<file path="src/hdl/stawe_pkg.sv">
// Types and constants of the sorted table with age eviction.
// No dependencies; used by stawe_mem, stawe_cmp and the top level.
package stawe_pkg;

  localparam int unsigned ID_W    = 16;
  localparam int unsigned KEY_W   = 16;
  localparam int unsigned STAMP_W = 32;
  localparam int unsigned HOURS_W = 10;
  localparam int unsigned LIMIT_W = 22;   // 1023 * 3600 fits
  localparam int unsigned OCNT_W  = 5;    // width of reported counts
  localparam int unsigned IN_DW   = 64;
  localparam int unsigned OUT_DW  = 48;

  localparam logic [11:0] SEC_PER_HOUR = 12'd3600;

  localparam logic REQ_INSERT = 1'b0;
  localparam logic REQ_PURGE  = 1'b1;

  typedef enum logic [2:0] {
    ST_IDLE,
    ST_INS,
    ST_PRG,
    ST_LOW,
    ST_OUT
  } state_e;

  typedef enum logic {
    CMP_KEY,
    CMP_AGE
  } cmp_op_e;

  typedef struct packed {
    logic [STAMP_W-1:0] stamp;
    logic [ID_W-1:0]    id;
    logic [KEY_W-1:0]   key;
  } entry_t;

  typedef struct packed {
    cmp_op_e            op;
    logic [STAMP_W-1:0] lhs;
    logic [STAMP_W-1:0] rhs;
  } cmp_req_t;

endpackage

</file>
<file path="src/hdl/stawe_mem.sv">
// Entry store: one write port, one read port with registered read data.
// Depends on stawe_pkg for the entry layout.
module stawe_mem #(
  parameter int unsigned DEPTH = 16,
  localparam int unsigned AW = $clog2(DEPTH)
) (
  input  logic              clk_i,
  input  logic              we_i,
  input  logic [AW-1:0]     waddr_i,
  input  stawe_pkg::entry_t wdata_i,
  input  logic              re_i,
  input  logic [AW-1:0]     raddr_i,
  output stawe_pkg::entry_t rdata_o
);

  stawe_pkg::entry_t mem_q [DEPTH];
  stawe_pkg::entry_t rdata_q;

  always_ff @(posedge clk_i) begin
    if (we_i) begin
      mem_q[waddr_i] <= wdata_i;
    end
  end

  always_ff @(posedge clk_i) begin
    if (re_i) begin
      rdata_q <= mem_q[raddr_i];
    end
  end

  assign rdata_o = rdata_q;

endmodule

</file>
<file path="src/hdl/stawe_cmp.sv">
// Shared compare unit: key greater-than for insert, age over limit for purge.
// Depends on stawe_pkg.
module stawe_cmp (
  input  stawe_pkg::cmp_req_t           req_i,
  input  logic [stawe_pkg::LIMIT_W-1:0] limit_i,
  output logic                          gt_o
);

  logic [stawe_pkg::STAMP_W-1:0] diff;

  // age wraps modulo 2^32
  assign diff = req_i.lhs - req_i.rhs;

  always_comb begin
    case (req_i.op)
      stawe_pkg::CMP_KEY: begin
        gt_o = req_i.lhs[stawe_pkg::KEY_W-1:0] > req_i.rhs[stawe_pkg::KEY_W-1:0];
      end
      stawe_pkg::CMP_AGE: begin
        gt_o = diff > stawe_pkg::STAMP_W'(limit_i);
      end
      default: begin
        gt_o = 1'b0;
      end
    endcase
  end

endmodule

</file>
<file path="src/hdl/sorted_table_with_age_eviction_top.sv">
// Top level of the sorted table with age eviction: sequencer and registers.
// Depends on stawe_pkg, stawe_mem and stawe_cmp.
//
//  channel   dir  handshake               payload
//  s_axis    in   tvalid/tready           tuser=req_type, tdata=id,key,now
//  m_axis    out  tvalid/tready           tuser=lowest_valid, tdata=result
//  cfg       in   cfg_we_i (no wait)      cfg_data_i=idle_limit_hours
//
// Per item, an insert moves each larger entry up one slot and a purge reads
// every occupied slot, keeping the young entries in order; a refused insert
// moves nothing. One entry per cycle through the store and shared compare unit.
// Ready only between items.
// Reset clears occupancy, the age limit and all handshake state.
// A stalled result waits in the output register; a following item is taken
// and worked on, and its result holds until the register drains.
module sorted_table_with_age_eviction_top #(
  parameter int unsigned DEPTH = 16
) (
  input  logic        clk_i,
  input  logic        rst_ni,
  input  logic        cfg_we_i,
  input  logic [9:0]  cfg_data_i,       // idle_limit_hours
  input  logic        s_axis_tvalid,
  output logic        s_axis_tready,
  input  logic        s_axis_tuser,     // [0] req_type
  input  logic [63:0] s_axis_tdata,     // [15:0] entry_id, [31:16] entry_key,
                                        // [63:32] now_seconds
  output logic        m_axis_tvalid,
  input  logic        m_axis_tready,
  output logic        m_axis_tuser,     // [0] lowest_valid
  output logic [47:0] m_axis_tdata      // [15:0] lowest_id, [31:16] lowest_key,
                                        // [36:32] entry_count,
                                        // [41:37] removed_count,
                                        // [42] insert_refused, [47:43] zero
);

  localparam int unsigned AW    = $clog2(DEPTH);
  localparam int unsigned CNT_W = $clog2(DEPTH + 1);

  stawe_pkg::state_e state_q, state_d;

  logic [CNT_W-1:0] occ_q, occ_d;
  logic [CNT_W-1:0] pos_q, pos_d;
  logic [CNT_W-1:0] wr_q, wr_d;
  logic [CNT_W-1:0] drop_q, drop_d;
  logic             vld_q, vld_d;
  logic             refused_q, refused_d;
  logic [stawe_pkg::LIMIT_W-1:0] limit_q;

  logic                            req_q;
  logic [stawe_pkg::ID_W-1:0]      id_q;
  logic [stawe_pkg::KEY_W-1:0]     key_q;
  logic [stawe_pkg::STAMP_W-1:0]   now_q;

  logic        m_valid_q, m_valid_d;
  logic        m_user_q, m_user_d;
  logic [47:0] m_data_q, m_data_d;

  logic              mem_we;
  logic [AW-1:0]     mem_waddr;
  stawe_pkg::entry_t mem_wdata;
  logic              mem_re;
  logic [AW-1:0]     mem_raddr;
  stawe_pkg::entry_t rd_data;

  stawe_pkg::cmp_req_t cmp_req;
  logic                cmp_gt;

  stawe_pkg::entry_t new_entry;
  logic [CNT_W-1:0]  pos_m1;
  logic [CNT_W-1:0]  pos_m2;
  logic              in_acc;
  logic              low_vld;

  assign in_acc    = s_axis_tvalid && s_axis_tready;
  assign new_entry = '{stamp: now_q, id: id_q, key: key_q};
  assign pos_m1    = pos_q - CNT_W'(1);
  assign pos_m2    = pos_q - CNT_W'(2);
  assign low_vld   = occ_q != '0;

  stawe_mem #(
    .DEPTH (DEPTH)
  ) u_mem (
    .clk_i   (clk_i),
    .we_i    (mem_we),
    .waddr_i (mem_waddr),
    .wdata_i (mem_wdata),
    .re_i    (mem_re),
    .raddr_i (mem_raddr),
    .rdata_o (rd_data)
  );

  always_comb begin
    if (req_q == stawe_pkg::REQ_PURGE) begin
      cmp_req.op  = stawe_pkg::CMP_AGE;
      cmp_req.lhs = now_q;
      cmp_req.rhs = rd_data.stamp;
    end else begin
      cmp_req.op  = stawe_pkg::CMP_KEY;
      cmp_req.lhs = stawe_pkg::STAMP_W'(rd_data.key);
      cmp_req.rhs = stawe_pkg::STAMP_W'(key_q);
    end
  end

  stawe_cmp u_cmp (
    .req_i   (cmp_req),
    .limit_i (limit_q),
    .gt_o    (cmp_gt)
  );

  assign s_axis_tready = (state_q == stawe_pkg::ST_IDLE);

  always_comb begin
    state_d   = state_q;
    occ_d     = occ_q;
    pos_d     = pos_q;
    wr_d      = wr_q;
    drop_d    = drop_q;
    vld_d     = vld_q;
    refused_d = refused_q;
    m_valid_d = m_valid_q && !m_axis_tready;
    m_user_d  = m_user_q;
    m_data_d  = m_data_q;
    mem_we    = 1'b0;
    mem_waddr = pos_q[AW-1:0];
    mem_wdata = rd_data;
    mem_re    = 1'b0;
    mem_raddr = pos_m1[AW-1:0];

    case (state_q)
      stawe_pkg::ST_IDLE: begin
        if (in_acc) begin
          refused_d = 1'b0;
          drop_d    = '0;
          wr_d      = '0;
          vld_d     = 1'b0;
          if (s_axis_tuser == stawe_pkg::REQ_PURGE) begin
            pos_d   = '0;
            state_d = stawe_pkg::ST_PRG;
          end else if (occ_q == CNT_W'(DEPTH)) begin
            refused_d = 1'b1;
            state_d   = stawe_pkg::ST_LOW;
          end else begin
            pos_d   = occ_q;
            state_d = stawe_pkg::ST_INS;
          end
        end
      end

      // walk down from the top; move larger keys up one slot
      stawe_pkg::ST_INS: begin
        if (vld_q) begin
          mem_we = 1'b1;
          if (cmp_gt) begin
            mem_wdata = rd_data;
            pos_d     = pos_m1;
            if (pos_q > CNT_W'(1)) begin
              mem_re    = 1'b1;
              mem_raddr = pos_m2[AW-1:0];
              vld_d     = 1'b1;
            end else begin
              vld_d = 1'b0;
            end
          end else begin
            mem_wdata = new_entry;
            occ_d     = occ_q + CNT_W'(1);
            vld_d     = 1'b0;
            state_d   = stawe_pkg::ST_LOW;
          end
        end else if (pos_q == '0) begin
          mem_we    = 1'b1;
          mem_wdata = new_entry;
          occ_d     = occ_q + CNT_W'(1);
          state_d   = stawe_pkg::ST_LOW;
        end else begin
          mem_re = 1'b1;
          vld_d  = 1'b1;
        end
      end

      // read pointer in pos_q, compaction pointer in wr_q
      stawe_pkg::ST_PRG: begin
        if (vld_q) begin
          if (cmp_gt) begin
            drop_d = drop_q + CNT_W'(1);
          end else begin
            mem_we    = 1'b1;
            mem_waddr = wr_q[AW-1:0];
            wr_d      = wr_q + CNT_W'(1);
          end
        end
        if (pos_q < occ_q) begin
          mem_re    = 1'b1;
          mem_raddr = pos_q[AW-1:0];
          pos_d     = pos_q + CNT_W'(1);
          vld_d     = 1'b1;
        end else begin
          vld_d = 1'b0;
          if (!vld_q) begin
            occ_d   = wr_q;
            state_d = stawe_pkg::ST_LOW;
          end
        end
      end

      stawe_pkg::ST_LOW: begin
        mem_re    = 1'b1;
        mem_raddr = '0;
        state_d   = stawe_pkg::ST_OUT;
      end

      stawe_pkg::ST_OUT: begin
        if (!m_valid_q || m_axis_tready) begin
          m_valid_d = 1'b1;
          m_user_d  = low_vld;
          m_data_d  = {5'b0,
                       refused_q,
                       stawe_pkg::OCNT_W'(drop_q),
                       stawe_pkg::OCNT_W'(occ_q),
                       low_vld ? rd_data.key : stawe_pkg::KEY_W'(0),
                       low_vld ? rd_data.id : stawe_pkg::ID_W'(0)};
          state_d   = stawe_pkg::ST_IDLE;
        end
      end

      default: begin
        state_d = stawe_pkg::ST_IDLE;
      end
    endcase
  end

  always_ff @(posedge clk_i or negedge rst_ni) begin
    if (!rst_ni) begin
      state_q   <= stawe_pkg::ST_IDLE;
      occ_q     <= '0;
      pos_q     <= '0;
      wr_q      <= '0;
      drop_q    <= '0;
      vld_q     <= 1'b0;
      refused_q <= 1'b0;
      m_valid_q <= 1'b0;
      limit_q   <= '0;
    end else begin
      state_q   <= state_d;
      occ_q     <= occ_d;
      pos_q     <= pos_d;
      wr_q      <= wr_d;
      drop_q    <= drop_d;
      vld_q     <= vld_d;
      refused_q <= refused_d;
      m_valid_q <= m_valid_d;
      if (cfg_we_i) begin
        limit_q <= stawe_pkg::LIMIT_W'(cfg_data_i) * stawe_pkg::LIMIT_W'(stawe_pkg::SEC_PER_HOUR);
      end
    end
  end

  always_ff @(posedge clk_i) begin
    if (in_acc) begin
      req_q <= s_axis_tuser;
      id_q  <= s_axis_tdata[15:0];
      key_q <= s_axis_tdata[31:16];
      now_q <= s_axis_tdata[63:32];
    end
    m_user_q <= m_user_d;
    m_data_q <= m_data_d;
  end

  assign m_axis_tvalid = m_valid_q;
  assign m_axis_tuser  = m_user_q;
  assign m_axis_tdata  = m_data_q;

endmodule

</file>
<file path="config.mk">
export PLATFORM = sky130hd
export DESIGN_NAME = sorted_table_with_age_eviction_top
export DESIGN_NICKNAME = d
export VERILOG_FILES = /design/src/hdl/stawe_pkg.sv /design/src/hdl/stawe_mem.sv /design/src/hdl/stawe_cmp.sv /design/src/hdl/sorted_table_with_age_eviction_top.sv
export SDC_FILE = /design/constraint.sdc
export NUM_CORES = 1
export LEC_CHECK = 0
export BUFFER_PORTS_ARGS = -buffer_cell sky130_fd_sc_hd__buf_4
export CAP_MARGIN = 40
export CELL_PAD_IN_SITES_DETAIL_PLACEMENT = 1
export CELL_PAD_IN_SITES_GLOBAL_PLACEMENT = 2
export CORE_MARGIN = 1
export CORE_UTILIZATION = 42
export DETAILED_ROUTE_END_ITERATION = 6
export PLACE_DENSITY = 0.77
export SKIP_CTS_REPAIR_TIMING = 1
export SYNTH_ARGS = -nofsm -noshare
export SYNTH_HDL_FRONTEND = slang
export SYNTH_SLANG_ARGS = --single-unit
</file>
<file path="constraint.sdc">
create_clock -name clk_i -period 10.4 [get_ports clk_i]
set_clock_uncertainty 0.15 [all_clocks]
set_input_delay 1.04 -clock clk_i [delete_from_list [all_inputs] [get_ports clk_i]]
set_output_delay 1.04 -clock clk_i [all_outputs]
set_load 0.02 [all_outputs]
</file>
==> key figures, run 1 <==
STA
  • TNS Setup: 0 ps
  • Max Slew Vio Count: 0
  • Worst hold slack: 126.9 ps
  • Period utilization: 79.41%
  • Final setup fails: 0
  • Worst Tran Pin Value: 998.5 ps
  • Final hold vios: 0
  • Min Clock Period, post-route: 8258 ps
  • Worst slew margin: 33.43%
  • Fmax achieved: 121.1 MHz
  • Unrepaired setup endpoints after global routing: false

Place
  • Post-DP HPWL: 83.14 mm
  • Placed insts: 5061
  • GP Congestion: 0.8364
  • Port Buf Inserts: 125
  • Area of placed instances: 0.05640 mm2

Critical path
  • Crit path required time: 10650 ps
  • Top Family by Delay on Critical Path: simple AND/OR/NAND/NOR gates
  • Worst r2r src: req_q
  • Worst-path fanout max: 27
  • Critical path's largest stage delay: 630 ps
  • Crit Reg-Reg Endpoint: u_mem.mem_q[9][30]
  • Most used cell, CP: nor3_1
  • R2r worst-path depth: 27
  • CP Launch Type: flop
  • Worst path bufs/invs: 2
  • Slowest-stage cell, CP: a32o_4
  • Crit. End Element: flop
  • Arrival @ worst endpoint: 8510 ps
  • WS Path Type: reg2reg
  • Reg2Reg Setup Slack: 2140 ps

Routing
  • Routed vias/inst: 5.730
  • Initial DRC count: 2601
  • DR pass1 iterations: 7
  • Wire per inst: 27.32 um
  • # DRC: 0
  • Antenna viol nets, final: 0
  • DRT Wirelength: 145.0 mm
  • Via count: 30.41k

Clocking
  • Clk sinks: 1241
  • Clock Latency Late Sink: 780 ps
  • H-Tree Depth: 4
  • CTS clk-pin slew, worst paths: 60 ps
  • CTS Buf Count: 136
  • Root Buffer Master: clkbuf_16
  • CTS tree: yes
  • Clk buf depth: 3

Status
  • Status: complete, no violations

Global route
  • Overall routing resource usage: 22.60%
  • Vias in the first global route: 31.30k
  • Initial antenna violation count: 7
  • First-pass GRT wire length: 210.7 mm
  • Overflow after GRT: 0
  • Largest net degree at the start of global routing: 189

Synth
  • Synth Instances: 3402
  • Mean Syn Cell Area: 15.71 um2
  • Yosys reg bits: 1241
  • Sequential element share of the synthesized area: 69.32%
  • Yosys warns: 0
  • Post-Syn Area: 0.05344 mm2
  • Ys async rst share: 3.546%
  • Number of synthesized flops with an enable pin: 1197
  • Most used DFF post-synth: edfxtp_1
  • Synth unique cells: 79

Cells and area
  • Leading cell type in the layout, fill and taps excluded: edfxtp_1
  • Multi-input logic area: 0.01527 mm2
  • Leading cell types in the layout, fill and taps excluded: edfxtp_1 (1197), nand2_1 (357), mux2i_1 (280), o211ai_1 (262), mux2_1 (168)
  • Area Growth Syn to Fin: 13.64%
  • Finished Core Util: 48.23%
  • Fraction of layout cells with a size suffix above 1: 16.14%
  • Post-route insts no fill: 5307
  • Register Area: 0.03705 mm2
  • Layout Nets: 3749
  • Design area: 0.06073 mm2
  • Fill count: 12.11k

Pwr
  • PwrDens: 372.4 mW/mm2
  • Max VDD drop: 471.3 uV
  • LEAKAGE: 20.84 nW

Die
  • Core footprint: 0.1259 mm2
  • Initial Utilization: 42.45%
  • Row Count: 130
  • Die height: 358.7 um
  • Top Ports: 131
  • Die area: 0.1287 mm2
  • Die W: 358.7 um

Worst hold path
  • Hold crit path type: in2async

Flow run
  • Max-cap violation count: 0
==> worst max-delay path by stage <==
stage / from / end / slack (ps) / depth (start not counted)
after floorplan: req_q / u_mem.mem_q[14][0] / 630 / 30
after global placement: req_q / u_mem.mem_q[7][1] / 1800 / 27
after detailed placement: req_q / u_mem.mem_q[9][30] / 2140 / 27
after CTS: req_q / u_mem.mem_q[9][13] / 2100 / 27
after global routing: req_q / u_mem.mem_q[9][13] / 1720 / 27
final: req_q / u_mem.mem_q[9][30] / 2140 / 27
==> final cells by class <==
cell class	count	area share, %
diodes	1	0.004121
clock buffers	162	5.765
clock inverters	83	1.360
inverters	58	0.3626
multi-input cells	1921	25.14
flip-flops and latches	1241	61.00
well taps	1650	3.400
repair buffers	191	2.963
==> metrics by stage <==
step / power, mW / setup WS [ps]
4_1_cts: 22.80 / 2103
3_3_place_gp: 17.72 / 1805
6_report: 22.61 / 2142
5_1_grt: 23.77 / 1721
3_5_place_dp: 18.06 / 2141
2_1_floorplan: 15.15 / 629.0
==> flip-flops by register name, summed over array words and instances, names as in the netlist, 3 cells and up <==
signal         flops
state_q            3
now_q             32
key_q             16
occ_q              5
u_mem.rdata_o     64
drop_q             5
m_axis_tdata      43
u_mem.mem_q     1024
wr_q               5
pos_q              5
limit_q           18
id_q              16
==> routing by layer <==
layer | global-route usage, % | routed length [um] | vias to the layer above
met5 | 0 | 0 | -
met4 | 7.186 | 4285 | 0
met3 | 4.071 | 7592 | 210
met2 | 36.64 | 69470 | 796
met1 | 30.85 | 63650 | 15940
li1 | - | - | 13470
==> synthesized netlist by cell type (all sizes together) (58+ instances only) <==
master / count / area, um2
a21oi: 78 / 405.4
buf: 112 / 893.4
clkbuf: 74 / 277.8
edfxtp: 1197 / 35940
ha: 107 / 1339
inv: 58 / 217.7
mux2: 334 / 3761
mux2i: 280 / 2803
nand2: 358 / 1346
nand4: 75 / 475.5
o211ai: 263 / 1979
o21ai: 59 / 295.3
==> logic make-up after synthesis <==
logic type / after synthesis / synth area share, %
flops: 1241 / 69.32
simple gates: 637 / 5.542
mux: 614 / 12.28
compound gates: 504 / 6.579
buf+inv: 244 / 2.599
fa+ha+maj: 120 / 2.992
xor+xnor: 41 / 0.6720
other cells: 1 / 0.007018
==> power by group <==
| part | switching (mW) | internal, mW | total, mW |
|---|---|---|---|
| combinational | 6.66 | 3.69 | 10.4 |
| clock | 2.03 | 2.64 | 4.68 |
| sequential | 0.414 | 7.17 | 7.58 |
| total | 9.10 | 13.5 | 22.6 |
Note: power is estimated with default switching activity, not from simulation.
==> inputs of run 2 (changes only) <==
--- a/config.mk
+++ b/config.mk
@@ -10,9 +10,9 @@
 export CELL_PAD_IN_SITES_DETAIL_PLACEMENT = 1
 export CELL_PAD_IN_SITES_GLOBAL_PLACEMENT = 2
 export CORE_MARGIN = 1
-export CORE_UTILIZATION = 42
+export CORE_UTILIZATION = 47
 export DETAILED_ROUTE_END_ITERATION = 6
-export PLACE_DENSITY = 0.77
+export PLACE_DENSITY = 0.82
 export SKIP_CTS_REPAIR_TIMING = 1
 export SYNTH_ARGS = -nofsm -noshare
 export SYNTH_HDL_FRONTEND = slang
==> constraint.sdc (replaced) <==
create_clock -name clk_i -period 7.6 [get_ports clk_i]
set_clock_uncertainty 0.15 [all_clocks]
set_input_delay 0.76 -clock clk_i [delete_from_list [all_inputs] [get_ports clk_i]]
set_output_delay 0.76 -clock clk_i [all_outputs]
set_load 0.02 [all_outputs]
==> key figures, run 2 (synthesis results as in run 1) <==
Critical path
  • Critical path's largest stage delay: 520 ps (-110 ps)
  • CP Launch Type: flop
  • WS Path Type: reg2reg
  • Reg2Reg Setup Slack: 180 ps (-1970 ps)
  • Crit. End Element: flop
  • Slowest-stage cell, CP: or4_4
  • Worst-path fanout max: 19 (-30%)
  • Crit path required time: 7930 ps (-2720 ps)
  • Arrival @ worst endpoint: 7760 ps (-750 ps)

Clocking
  • H-Tree Depth: 4 (unchanged)
  • Clk sinks: 1241 (unchanged)
  • CTS tree: yes
  • CTS Buf Count: 132 (-2.9%)
  • Clk buf depth: 3 (unchanged)
  • Clock Latency Late Sink: 770 ps (about the same)
  • CTS clk-pin slew, worst paths: 60 ps (about the same)
  • Root Buffer Master: clkbuf_16

Cells and area
  • Register Area: 0.03705 mm2 (unchanged)
  • Fraction of layout cells with a size suffix above 1: 19.85% (+3.7 points)
  • Design area: 0.06304 mm2 (+3.8%)
  • Fill count: 10.40k (-14%)
  • Biggest register: u_mem.mem_q
  • Max reg flops: 1024 (unchanged)
  • Area Growth Syn to Fin: 17.98%
  • Leading cell type in the layout, fill and taps excluded: edfxtp_1
  • Multi-input logic area: 0.01532 mm2 (+0.35%)
  • Layout Nets: 3892 (+3.8%)
  • Leading cell types in the layout, fill and taps excluded: edfxtp_1 (1197), nand2_1 (357), mux2i_1 (280), o211ai_1 (262), buf_4 (226)

Place
  • Post-DP HPWL: 94.56 mm (+14%)
  • GP Congestion: 0.8880 (+6.2%)
  • Port Buf Inserts: 125 (unchanged)
  • Area of placed instances: 0.05741 mm2 (+1.8%)

Routing
  • Routed vias/inst: 6.019 (+5.0%)
  • Via count: 31.87k (+4.8%)
  • Initial DRC count: 2919 (+12%)
  • Wire per inst: 29.70 um (+8.7%)
  • DRT Wirelength: 157.3 mm (+8.5%)
  • Antenna viol nets, final: 0 (unchanged)
  • DR pass1 iterations: 5 (-2)
  • # DRC: 0 (unchanged)

STA
  • Final hold vios: 0 (unchanged)
  • Worst hold slack: 21.90 ps (-105.0 ps)
  • Max Slew Vio Count: 0 (unchanged)
  • Final setup fails: 0 (unchanged)
  • Worst slew margin: 46.59% (+13 points)
  • Worst Tran Pin Value: 801.1 ps (-197.4 ps)
  • Period utilization: 97.68% (+18 points)
  • Unrepaired setup endpoints after global routing: true
  • Min Clock Period, post-route: 7424 ps (-834.4 ps)
  • Fmax achieved: 134.7 MHz (+11%)

Worst hold path
  • Hold crit path type: in2reg

Global route
  • Overflow after GRT: 0 (unchanged)
  • Vias in the first global route: 33.11k (+5.8%)
  • Largest net degree at the start of global routing: 65 (-66%)
  • Overall routing resource usage: 26.46% (+3.9 points)
  • First-pass GRT wire length: 222.7 mm (+5.7%)
  • Initial antenna violation count: 6 (-1)

Die
  • Core footprint: 0.1127 mm2 (-11%)
  • Die area: 0.1151 mm2 (-11%)
  • Top Ports: 131 (unchanged)
  • Die W: 339.2 um (-5.4%)
  • Die height: 339.2 um (-5.4%)
  • Row Count: 123 (-5.4%)
  • Initial Utilization: 47.44% (+5.0 points)

Status
  • Status: complete, no violations

Flow run
  • Max-cap violation count: 0 (unchanged)
-- run 2: cell count changes in the layout (fill, tap and decap cells not counted), moves of 3 or more --
cell       change
clkinv_2       -3
clkbuf_16     +14
clkinv_1      -13
buf_6          +7
buf_16         +3
buf_4         +60
bufinv_16     +15
buf_12        +59
-- run 2: final cells by class --
| cell class | instances | share of cell area (%) |
|---|---|---|
| flip-flops and latches | 1241 | 58.76 |
| multi-input cells | 1921 | 24.30 |
| repair buffers | 338 | 6.357 |
| clock buffers | 160 | 5.523 |
| well taps | 1500 | 2.977 |
| clock inverters | 75 | 1.721 |
| inverters | 58 | 0.3493 |
| diodes | 2 | 0.007939 |
-- run 2: final timing paths --
path / start / endpoint / cells after the start
worst min register to register: refused_q / m_axis_tdata[42] / 0
worst max-delay path: req_q / u_mem.rdata_o[31] / 30
worst max register to register: req_q / u_mem.rdata_o[31] / 30
max in group asynchronous: rst_ni / limit_q[7] / 2
worst min-delay path: s_axis_tdata[7] / id_q[7] / 1
min in group asynchronous: rst_ni / pos_q[2] / 2
-- run 2: metrics by stage --
stage          util [%]  std cells  setup TNS [ps]  worst slack [ps]
2_1_floorplan         -       3406          -35900            -242.2
3_3_place_gp      50.93       4990          -13.63            -13.63
3_5_place_dp      50.96       4992          -78.26            -78.26
4_1_cts           55.02       5227          -335.6            -127.8
5_1_grt           55.96       5293           -1057            -69.27
6_report          55.96       5295               0             176.2
-- run 2: layer usage --
| layer | up-vias | global-route usage [%] | wire length, um | share of wire (%) |
|---|---|---|---|---|
| met4 | 4 | 10.24 | 5463 | 3.5 |
| met1 | 16740 | 35.57 | 66800 | 42 |
| met3 | 264 | 4.536 | 9068 | 5.8 |
| met5 | - | 0 | 31 | 0.020 |
| li1 | 13750 | - | - | - |
| met2 | 1107 | 43.09 | 75920 | 48 |
-- run 2: worst max-delay path: cells and delay by family (launching register included) --
| kind | cells | cell delay, ps |
|---|---|---|
| multiplexers | 2 | 750 |
| flip-flops | 1 | 500 |
| AND/OR/NAND/NOR | 11 | 1950 |
| buffers and inverters | 4 | 710 |
| XOR/XNOR | 1 | 270 |
| AO/OA/AOI/OAI | 9 | 1820 |
| adder cells (fa/ha/maj) | 3 | 940 |
Power of run 2 is left out: the tool's default activity adds up to more than one toggle a clock period on the data nets, which glitch-free logic cannot reach.
